### config.mk
export PLATFORM = sky130hd
export DESIGN_NAME = keith_cell
export DESIGN_NICKNAME = d
export VERILOG_FILES = /design/src/rtl/core/keith_pkg.sv /design/src/rtl/core/keith_cell.sv
export SDC_FILE = /design/constraint.sdc
export NUM_CORES = 1
export LEC_CHECK = 0
export ABC_CLOCK_PERIOD_IN_PS = 1400
export BUFFER_PORTS_ARGS = -buffer_cell sky130_fd_sc_hd__buf_2
export CAP_MARGIN = 30
export CORE_AREA = 4 4 72 74
export DETAILED_ROUTE_END_ITERATION = 6
export DIE_AREA = 0 0 76 78
export MAX_ROUTING_LAYER = met4
export PLACE_DENSITY = 0.77
export SETUP_SLACK_MARGIN = 0.5
export SLEW_MARGIN = 20
export SYNTH_ARGS = -nofsm -noshare
export SYNTH_HDL_FRONTEND = slang
export SYNTH_SLANG_ARGS = --single-unit
### constraint.sdc
create_clock -name clk -period 1.4 [get_ports clk]
set_input_delay 0.28 -clock clk [delete_from_list [all_inputs] [get_ports clk]]
set_output_delay 0.28 -clock clk [all_outputs]
set_load 0.02 [all_outputs]
### src/rtl/core/keith_pkg.sv
// Shared types and constants for the Keith number tester.
`timescale 1ns / 1ps

package keith_pkg;

  // Width of one window term; terms never exceed the candidate
  localparam int TERM_W = 32;
  // Width of the running window sum (at most nine terms below 10^9 each)
  localparam int SUM_W  = 36;

  typedef logic [TERM_W-1:0] term_t;
  typedef logic [SUM_W-1:0]  sum_t;

  // Commands broadcast from the sequencer to every cell of the window
  typedef struct packed {
    logic clr;   // drop all tail marks at the start of a beat
    logic load;  // shift digits upward from cell 0
    logic run;   // shift terms downward, tail cell takes the new term
  } cell_cmd_t;

endpackage

### src/rtl/core/keith_cell.sv
// One window cell: holds a single term and a tail mark for the window end.
`timescale 1ns / 1ps

module keith_cell import keith_pkg::*; (
  input  logic      clk,
  input  logic      rst,
  input  cell_cmd_t cmd,
  input  term_t     below_term,
  input  logic      below_tail,
  input  term_t     above_term,
  input  term_t     new_term,
  output term_t     term,
  output logic      tail
);

  // Tail mark: clear on a new beat, shift upward with the digits
  always_ff @(posedge clk) begin
    if (rst) begin
      tail <= 1'b0;
    end else if (cmd.clr) begin
      tail <= 1'b0;
    end else if (cmd.load) begin
      tail <= below_tail;
    end
  end

  // Term: take the digit from below while loading, advance downward while running
  always_ff @(posedge clk) begin
    if (cmd.load) begin
      term <= below_term;
    end else if (cmd.run) begin
      term <= tail ? new_term : above_term;
    end
  end

endmodule

==> results.md, run 1 <==
* CP Launch Type: flip-flop
* Mux cell area share after synthesis at 0.193
* GRT Overall Usage at 0.159
* Final GP Congestion at roughly 0.75
* Flops & latches, synth at 33
* Via count at about 1600
* Total Wirelength at 4.83 mm
* Most frequent cells after synthesis: mux2i_1 (33), edfxtp_1 (32), nand2_1 (32)
* RSZ-0062 raised after global routing: true
* Cells after Synth at ~140
* Largest cells by area after synthesis: edfxtp_1 (56%), mux2i_1 (19%), o21ai_1 (8.2%)
* Max_slew headroom at 0.739
* Layout fillers at between 400 and 500
* Clock transition at the registers of the reported paths at 60 ps
* Slowest-stage cell, CP: dfxtp_4
* Main combinational cell family by area after synthesis: multiplexers
* Worst reg2reg startpoint: tail$_SDFFE_PP0P_
* Grt met1 use at 0.173
* Global routing's busiest layer: met2
* Max incr delay on CP at roughly 370 ps
* Hold depth at 2
* Final number of max-transition violations at 0
* Die ar. at a little under 6000 um^2
* Number of antenna violations at the first check in global routing at 0
* Worst Path Arrival at 1190 ps
* Hold Buf Count CTS at 0
* Worst path cell trace: buf_16, buf_12, mux2i_1, o21ai_1
* Rows at 25
* Final Core Density at 0.607
* DRC violations left at 0
* Vias/cell at between 4 and 5
* Grt ovf at 0
* Largest net degree at the start of global routing at 38
* Adder-cell share of the synthesized area at 0
* DP Area at 2390 um^2
* # setup viols final at 0
* Clock buffer depth at 2
* Die Wd at about 76 um
* Critical Path End Type: flip-flop
* Clock root cell: clkbuf_8
* Pwr dens at around 890 nW/um^2
* Post-route ant nets at 0
* P_leak at 1.25 nW
* Time the worst path needs with I/O delays and setup at 1180 ps
* Reg-to-reg endpoint: term[15]$_DFFE_PP_
* Area Growth Syn to Fin at 62.9%
* Die height at 78 um
* First drt pass iteration count at 4
* Clock sink count at 33
* R2R depth at 4
* Syn Nets at 245
* Post-Synth Simple-Gate Area at 0.0767
* Cell variety after synth at 14
* Fin Clk Skew at 5.77 ps
* Post-synthesis xor/xnor area fraction at 0
* Core area at about 4600 um^2
* Sequential fraction of the synthesis area at 0.573
* Worst path required time at between 1000 and 1500 ps
* DP Cell Count at 323
* Worst-margin pin slew at 391 ps
* Outcome: finished, final reports clean
* Prevailing post-synth register cell: edfxtp_1
* Peak VDD IR at a little under 0.0005 V
* Fin crit share at 0.843
* Synth top area share at 0.561
* Vias in the first global route at roughly 1500
* Largest area contributor in the netlist: edfxtp_1
* Hold Fails Final Rpt at 0
* Hold Startpoint: rst
* R2R Setup Slk at approximately 220 ps
* Type of the worst min-delay path: input port to flip-flop
* Clock Latency Late Sink at about 270 ps
* Initial Utilization at 0.373
* Ports at roughly 140
* PortBufs at approximately 130
* CP top delay family: flip-flops
* # diodes at 0
* DP HPWL at 3.35 mm
* TritonCTS clock tree: done
* GR Util met3 at 0.0464
* Finished Cell Area at 2790 um^2
* Layout cells sized above 1 at 0.546
* Setup_tns at 0 ps
* Met2 Use GR at 0.275
* First-pass GRT wire length at 7.35 mm
* FFs w/ async S/R, synth at 0
* CTS buffer count at 5
* Critical path class: flip-flop to flip-flop
* Crit path buf inv count at 2
* Mapped cell area at 1710 um^2
* Max-cap check violation count at 0
* Highest net fanout along the worst path at 5
* Synth Area in Compound Gates at 0.0957
* Yosys warnings at 0
* H-Tree Depth at 2
* Final net count at just under 400
* WL/cell at 14.3 um
* Worst Hold End: tail$_SDFFE_PP0P_
* Leading cell type by number of instances after synthesis: mux2i_1
* 1st-iter DRT viols at a little under 50
* EDFF count, synth at 32
* Final std cells w/o fill at around 340
* Syn_area_per_cell at 12.0 um^2
* FMAX at between 0.8 and 0.9 GHz
* Fin Hold WS at between 150 and 200 ps
==> routing by layer <==
metal  up-vias  wire length [um]
met5         -                 0
met1       695              1820
met3         2               433
met2        79              2550
met4         0                22
li1        804                 -
==> worst max path at each step <==
stage | from | to | cells after the start
floorplan | tail$_SDFFE_PP0P_ | term[26]$_DFFE_PP_ | 4
global placement | tail$_SDFFE_PP0P_ | term[0]$_DFFE_PP_ | 3
detailed placement | tail$_SDFFE_PP0P_ | term[8]$_DFFE_PP_ | 3
CTS | tail$_SDFFE_PP0P_ | tail | 2
global route | tail$_SDFFE_PP0P_ | term[13]$_DFFE_PP_ | 4
finish | tail$_SDFFE_PP0P_ | term[15]$_DFFE_PP_ | 4
==> repair_timing <==
item / CTS / global route
gates cloned: 3 / 2
resized for setup: 22 / 32
setup buffers: 3 / 0
pin swaps: 0 / 2
endpoints found under the hold margin: 0 / 0
endpoints found under the setup margin: 66 / 95
==> kinds of logic after synthesis <==
kind of cell,Yosys count
AO/OA/AOI/OAI,32
buffers and inverters,11
flip-flops,33
multiplexers,33
AND/OR/NAND/NOR,34
==> cell usage in the layout, fill, tap and decap left out, drive strengths merged <==
cell type,instances
edfxtp,32
nand2,32
clkbuf,7
o21ai,32
or2,2
dfxtp,1
clkinv,1
buf,143
mux2i,33
nor3,1
==> sequential cells by signal (all words and copies together), names as in the netlist <==
name  cells
tail      1
term     32
==> cell type report <==
class	count	area [um^2]	area share
clock buffer	6	72.6	0.0260
clock inverter	1	3.75	0.00135
multi-input combinational	100	642	0.230
sequential	33	985	0.353
tap	54	67.6	0.0242
timing repair buffer	144	1020	0.365
==> through the flow <==
| step | setup slack (ps) | power (mW) |
|---|---|---|
| 2_1_floorplan | 239 | 1.52 |
| 3_3_place_gp | 236 | 1.73 |
| 3_5_place_dp | 224 | 1.75 |
| 4_1_cts | 211 | 2.46 |
| 5_1_grt | 168 | 2.62 |
| 6_report | 220 | 2.49 |
==> report_power, final <==
group | switching [mW] | internal, mW | total, mW | leakage [nW]
Sequential | 0.0341 | 1.19 | 1.22 | 0.341
Combinational | 0.301 | 0.327 | 0.627 | 0.871
Clock | 0.308 | 0.335 | 0.643 | 0.0387
Total | 0.643 | 1.85 | 2.49 | 1.25
Power figures use the tool's default switching activity.
==> inputs of run 2 (changes only) <==
--- a/config.mk
+++ b/config.mk
@@ -5,14 +5,14 @@
 export SDC_FILE = /design/constraint.sdc
 export NUM_CORES = 1
 export LEC_CHECK = 0
-export ABC_CLOCK_PERIOD_IN_PS = 1400
+export ABC_CLOCK_PERIOD_IN_PS = 1000
 export BUFFER_PORTS_ARGS = -buffer_cell sky130_fd_sc_hd__buf_2
 export CAP_MARGIN = 30
-export CORE_AREA = 4 4 72 74
+export CORE_AREA = 4 4 75 77
 export DETAILED_ROUTE_END_ITERATION = 6
-export DIE_AREA = 0 0 76 78
+export DIE_AREA = 0 0 79 81
 export MAX_ROUTING_LAYER = met4
-export PLACE_DENSITY = 0.77
+export PLACE_DENSITY = 0.74
 export SETUP_SLACK_MARGIN = 0.5
 export SLEW_MARGIN = 20
 export SYNTH_ARGS = -nofsm -noshare
==> constraint.sdc (replaced) <==
create_clock -name clk -period 1 [get_ports clk]
set_input_delay 0.2 -clock clk [delete_from_list [all_inputs] [get_ports clk]]
set_output_delay 0.2 -clock clk [all_outputs]
set_load 0.02 [all_outputs]
==> run 2 against run 1 <==
The run now ends with setup timing left. Total power grew 40%. Clock power grew 47%. Core utilization shrank 5.8 points. Sequential share of layout area grew 0.55 points. Fmax grew 3.0%. Die area grew 7.9%. Clock-buffer cell count is the same. Worst hold slack lost 78 ps. Clock skew shrank 0.78 ps. Register-to-register slack lost 370 ps. Cell count grew 4.7%. Largest cell class is now registers. Highest routed layer unchanged.
==> results.md, run 2 (same netlist as run 1, synthesis figures left out) <==
* Outcome: finished with violations (was finished, final reports clean)
* Violated checks: setup timing
* Pre-CTS setup slack at -114 ps (was 224 ps)
* GRT Overall Usage at 0.147 (was 0.159)
* Fin worst setup slack at -146 ps (was 220 ps)
* Max incr delay on CP at 390 ps (was 370 ps)
* Type of the worst min-delay path: input port to flip-flop (unchanged)
* Peak VDD IR at 0.000691 V (was 0.000481 V)
* Largest net degree at the start of global routing at 36 (was 38)
* Critical path class: flip-flop to flip-flop (unchanged)
* Hold depth at 2 (unchanged)
* Reg-to-reg endpoint: term[1]$_DFFE_PP_ (was term[15]$_DFFE_PP_)
* First-pass GRT wire length at 7.02 mm (was 7.35 mm)
* DRC violations left at 0 (unchanged)
* Overall Power at 3.50 mW (was 2.49 mW)
* Int Pwr at 2.58 mW (was 1.85 mW)
* Critical Path End Type: flip-flop (unchanged)
* Worst path required time at 1030 ps (was 1410 ps)
* Slowest-stage cell, CP: dfxtp_4 (unchanged)
* Rows at 26 (was 25)
* Clock buffer depth at 2 (unchanged)
* Worst path cell trace: buf_12, mux2i_1, o21ai_1 (was buf_16, buf_12, mux2i_1, o21ai_1)
* PortBufs at 134 (unchanged)
* Commonest cells after routing, fill and taps aside: buf_2 (114), nand2_1 (32), edfxtp_1 (32) (was buf_2 (111), nand2_1 (32), edfxtp_1 (32))
* Via count at 1569 (was 1580)
* Top reg by flops: term (unchanged)
* Worst reg2reg startpoint: tail$_SDFFE_PP0P_ (unchanged)
* Final number of max-transition violations at 0 (unchanged)
* Core area at 5010 um^2 (was 4600 um^2)
* R2R Setup Slk at -150 ps (was 220 ps)
* Clock sink count at 33 (unchanged)
* Clock transition at the registers of the reported paths at 70 ps (was 60 ps)
* Area Growth Syn to Fin at 60.4% (was 62.9%)
* Final Core Density at 0.548 (was 0.607)
* Max-cap check violation count at 0 (unchanged)
* Hold Startpoint: rst (unchanged)
* RSZ-0062 raised after global routing: true (unchanged)
* DP HPWL at 3.42 mm (was 3.35 mm)
* Final GP Congestion at 0.707 (was 0.751)
* Grt ovf at 0 (unchanged)
* Worst Hold End: tail$_SDFFE_PP0P_ (unchanged)
* Most common cell after layout, fill and taps aside: buf_2 (unchanged)
* TritonCTS clock tree: done (unchanged)
* Final net count at 385 (was 386)
* Sequential Power Share at 0.488 (was 0.491)
* Number of antenna violations at the first check in global routing at 0 (unchanged)
* Switching part of the total at 0.263 (was 0.258)
* # setup viols final at 48 (was 0)
* R2R depth at 3 (was 4)
* Initial Utilization at 0.342 (was 0.373)
* Total Wirelength at 4.63 mm (was 4.83 mm)
* Finished Cell Area at 2750 um^2 (was 2790 um^2)
* Psw at 0.921 mW (was 0.643 mW)
* Worst Path Arrival at 1180 ps (was 1190 ps)
* Worst-margin pin slew at 307 ps (was 391 ps)
* Highest net fanout along the worst path at 21 (was 5)
* Post-route ant nets at 0 (unchanged)
* Pwr dens at 1270 nW/um^2 (was 894 nW/um^2)
* Vias in the first global route at 1496 (was 1521)
* CTS buffer count at 5 (unchanged)
* Fin crit share at 1.15 (was 0.843)
* Layout cells sized above 1 at 0.549 (was 0.546)
* Top Registers: term x32, tail x1 (unchanged)
* Largest register FFs at 32 (unchanged)
* Gate power share at 0.243 (was 0.251)
* Hold Fails Final Rpt at 0 (unchanged)
* Fin Clk Skew at 4.99 ps (was 5.77 ps)
* Clock Power Share at 0.269 (was 0.258)
* Die height at 81 um (was 78 um)
* Die Wd at 79 um (was 76 um)
* Ports at 135 (unchanged)
* DP Area at 2430 um^2 (was 2390 um^2)
* Max_slew headroom at 0.795 (was 0.739)
* WL/cell at 13.1 um (was 14.3 um)
* Die ar. at 6400 um^2 (was 5930 um^2)
* Clock Latency Late Sink at 280 ps (was 270 ps)
* Vias/cell at 4.43 (was 4.67)
* 1st-iter DRT viols at 47 (was 49)
* CP Launch Type: flip-flop (unchanged)
* P_leak at 1.22 nW (was 1.25 nW)
* Clock root cell: clkbuf_8 (unchanged)
* Time the worst path needs with I/O delays and setup at 1150 ps (was 1180 ps)
* H-Tree Depth at 2 (unchanged)
* FMAX at 0.873 GHz (was 0.848 GHz)
* First drt pass iteration count at 4 (unchanged)
* # diodes at 0 (unchanged)
==> run 2: cell count changes in the layout (fill, tap and decap cells not counted), moves of 2 or more <==
cell | before | now
buf_12 | 2 | 4
buf_2 | 111 | 114
clkinv_2 | 0 | 2
or2_4 | 1 | 4
buf_16 | 4 | 1
buf_6 | 23 | 19
==> run 2: critical path, delay by kind of cell, from the launching register on <==
| family | cells | cell delay (ps) |
|---|---|---|
| buf+inv | 1 | 200 |
| compound gates | 1 | 90 |
| mux | 1 | 210 |
| flops | 1 | 390 |
==> run 2: final cells by class <==
type                            instances  area (um^2)
Timing Repair Buffer                  141          922
Multi-Input combinational cell        102          671
Clock inverter                          2         10.0
Tap cell                               70         87.6
Fill cell                             469         2260
Sequential cell                        33          985
Clock buffer                            6         72.6
==> run 2: worst max-delay path by stage <==
stage                                 start            endpoint  slack [ps]
after CTS                 tail$_SDFFE_PP0P_   term[3]$_DFFE_PP_        -140
after global routing      tail$_SDFFE_PP0P_   term[4]$_DFFE_PP_        -230
final                     tail$_SDFFE_PP0P_   term[1]$_DFFE_PP_        -150
after global placement    tail$_SDFFE_PP0P_   term[3]$_DFFE_PP_        -100
after detailed placement  tail$_SDFFE_PP0P_   term[3]$_DFFE_PP_        -110
after floorplan           tail$_SDFFE_PP0P_  term[26]$_DFFE_PP_        -160
==> run 2: stage by stage <==
step	std cells	hold WS (ps)	TNS [ps]
5_1_grt	354	72.3	-7020
3_3_place_gp	340	356	-4250
2_1_floorplan	143	267	-3950
6_report	354	75.9	-4040
4_1_cts	354	62.6	-4530
3_5_place_dp	340	361	-5440
==> run 2: layer usage <==
layer  track usage  vias up  wire length (um)
met5             -        -                 0
met4        0.0361        0                29
met3        0.0510        4               523
met2         0.260       84              2360
met1         0.158      677              1720
li1              -      804                 -
==> run 2: repair_timing <==
action / 4_1_cts / 5_1_grt
setup endpoints to repair: 98 / 98
hold buffers: 0 / 0
setup buffers: 2 / 0
gates resized for setup: 25 / 23
pin swaps: 3 / 2
cloned: 4 / 0
==> run 2: power by group through the flow <==
stage	sequential [mW]	clock [mW]	combinational, mW
floorplan	1.89	0	0.235
global placement	1.72	0	0.724
detailed placement	1.72	0	0.738
CTS	1.70	0.984	0.816
global route	1.72	1.03	0.928
finish	1.71	0.942	0.851
==> inputs of run 3 (changes only) <==
--- a/config.mk
+++ b/config.mk
@@ -14,6 +14,7 @@
 export MAX_ROUTING_LAYER = met4
 export PLACE_DENSITY = 0.74
 export SETUP_SLACK_MARGIN = 0.5
+export SKIP_LAST_GASP = 1
 export SLEW_MARGIN = 20
 export SYNTH_ARGS = -nofsm -noshare
 export SYNTH_HDL_FRONTEND = slang
==> run 3 against run 2 <==
The run still ends with setup timing left. Die area stayed put. Worst hold slack stayed put. Routed wire length is 0.13% higher. Total power hardly changed. Clock-buffer cell count stayed put. Register-to-register slack hardly changed. Via count is 0.45% higher. Worst setup slack better by 0.90 ps. Non-clock buffer count stayed put. Critical path type unchanged. Largest cell class unchanged. Highest routed layer unchanged.
==> results.md, run 3 (same netlist as run 1, synthesis figures left out) <==
* R2R Setup Slk at -140 ps (was -150 ps)
* Layout fillers at 469 (unchanged)
* GRT Overall Usage at 0.147 (about the same)
* Clock sink count at 33 (unchanged)
* Psw at 0.921 mW (about the same)
* CP top delay family: flip-flops (unchanged)
* DP HPWL at 3.42 mm (unchanged)
* Clock Power Share at 0.269 (about the same)
* Worst Path Arrival at 1170 ps (was 1180 ps)
* Fin crit share at 1.14 (was 1.15)
* Final number of max-transition violations at 0 (unchanged)
* Top Registers: term x32, tail x1 (unchanged)
* Via count at 1576 (was 1569)
* Rows at 26 (unchanged)
* Largest net degree at the start of global routing at 36 (unchanged)
* TritonCTS clock tree: done (unchanged)
* H-Tree Depth at 2 (unchanged)
* Fin worst setup slack at -145 ps (was -146 ps)
* # setup viols final at 48 (unchanged)
* Area Growth Syn to Fin at 60.4% (unchanged)
* Critical path class: flip-flop to flip-flop (unchanged)
* Pwr dens at 1270 nW/um^2 (about the same)
* Hold Buf Count CTS at 0 (unchanged)
* Finished Cell Area at 2750 um^2 (unchanged)
* Global routing's busiest layer: met2 (unchanged)
* Clock transition at the registers of the reported paths at 60 ps (was 70 ps)
* FMAX at 0.874 GHz (was 0.873 GHz)
* FF+latch area at 985 um^2 (unchanged)
* DRC violations left at 0 (unchanged)
* Overall Power at 3.50 mW (about the same)
* WL/cell at 13.1 um (about the same)
* Met2 Use GR at 0.259 (was 0.260)
* Type of the worst min-delay path: input port to flip-flop (unchanged)
* Die ar. at 6400 um^2 (unchanged)
* Multi-input logic area at 671 um^2 (unchanged)
* CTS buffer count at 5 (unchanged)
* Highest net fanout along the worst path at 21 (unchanged)
* Gate power share at 0.243 (about the same)
* Initial Utilization at 0.342 (unchanged)
* Commonest cells after routing, fill and taps aside: buf_2 (114), nand2_1 (32), edfxtp_1 (32) (unchanged)
* PortBufs at 134 (unchanged)
* First-pass GRT wire length at 7.02 mm (about the same)
* Switching part of the total at 0.263 (about the same)
* Die Wd at 79 um (unchanged)
* Worst-margin pin slew at 307 ps (unchanged)
* # diodes at 0 (unchanged)
* Total Wirelength at 4.64 mm (was 4.63 mm)
* Vias in the first global route at 1499 (was 1496)
* Core area at 5010 um^2 (unchanged)
* Vias/cell at 4.45 (was 4.43)
* Sequential Power Share at 0.488 (about the same)
* Post-route ant nets at 0 (unchanged)
* Clock Latency Late Sink at 280 ps (about the same)
* Clock root cell: clkbuf_8 (unchanged)
* Time the worst path needs with I/O delays and setup at 1140 ps (was 1150 ps)
* Layout cells sized above 1 at 0.549 (unchanged)
* Clock buffer depth at 2 (unchanged)
* Fin Clk Skew at 4.99 ps (unchanged)
* Max incr delay on CP at 390 ps (about the same)
* Final Core Density at 0.548 (unchanged)
* Violated checks: setup timing (unchanged)
* Setup_tns at -4030 ps (was -4040 ps)
* Max_slew headroom at 0.795 (unchanged)
* Grt met1 use at 0.159 (was 0.158)
* Critical Path End Type: flip-flop (unchanged)
* P_leak at 1.22 nW (unchanged)
* Final GP Congestion at 0.707 (unchanged)
* Worst path required time at 1030 ps (about the same)
* Grt ovf at 0 (unchanged)
* Die height at 81 um (unchanged)
* Largest register FFs at 32 (unchanged)
* Top reg by flops: term (unchanged)
* First drt pass iteration count at 4 (unchanged)
* Max-cap check violation count at 0 (unchanged)
* Worst path cell trace: buf_12, mux2i_1, o21ai_1 (unchanged)
* DP Area at 2430 um^2 (unchanged)
* Final net count at 385 (unchanged)
* Peak VDD IR at 0.000691 V (about the same)
* Ports at 135 (unchanged)
* 1st-iter DRT viols at 48 (was 47)
* RSZ-0062 raised after global routing: true (unchanged)
* Fin Hold WS at 75.9 ps (unchanged)
* Most common cell after layout, fill and taps aside: buf_2 (unchanged)
* Hold Fails Final Rpt at 0 (unchanged)
* Outcome: finished with violations (unchanged)
* Slowest-stage cell, CP: dfxtp_4 (unchanged)
* Int Pwr at 2.58 mW (about the same)
* Number of antenna violations at the first check in global routing at 0 (unchanged)
* Crit path buf inv count at 1 (unchanged)
* CP Launch Type: flip-flop (unchanged)
* GR Util met3 at 0.0510 (unchanged)
-- run 3: cell counts in the layout (fill, tap and decap cells not counted) --
No cell type changed its count.
-- run 3: final timing paths --
kind,from,to,cells after the start
worst max-delay path,tail$_SDFFE_PP0P_,term[3]$_DFFE_PP_,3
worst min-delay path,rst,tail$_SDFFE_PP0P_,2
worst max register to register,tail$_SDFFE_PP0P_,term[3]$_DFFE_PP_,3
worst min register to register,tail$_SDFFE_PP0P_,term[26]$_DFFE_PP_,3
-- run 3: metrics by stage --
step	setup WS, ps	cells
2_1_floorplan	-161	143
3_3_place_gp	-101	340
3_5_place_dp	-114	340
4_1_cts	-139	354
5_1_grt	-231	354
6_report	-145	354
-- run 3: power by group through the flow --
| stage | clock, mW | sequential (mW) | combinational, mW |
|---|---|---|---|
| floorplan | 0 | 1.89 | 0.235 |
| global placement | 0 | 1.72 | 0.724 |
| detailed placement | 0 | 1.72 | 0.738 |
| CTS | 0.984 | 1.70 | 0.816 |
| global route | 1.03 | 1.72 | 0.928 |
| finish | 0.942 | 1.71 | 0.851 |
-- run 3: area by class of cell --
type                    count  share of cell area
multi-input cells         102               0.244
clock buffers               6              0.0264
flip-flops and latches     33               0.358
clock inverters             2             0.00364
well taps                  70              0.0319
repair buffers            141               0.336
-- run 3: layer usage --
metal  share of wire  up-vias
met5               0        -
met4          0.0063        0
met3            0.11        4
met2            0.51       86
met1            0.37      682
li1                -      804
-- run 3: timing repair --
item	4_1_cts	5_1_grt
setup endpoints to repair	98	98
pin swaps	3	1
gates cloned	4	0
buffers inserted	2	0
resized for setup	25	23
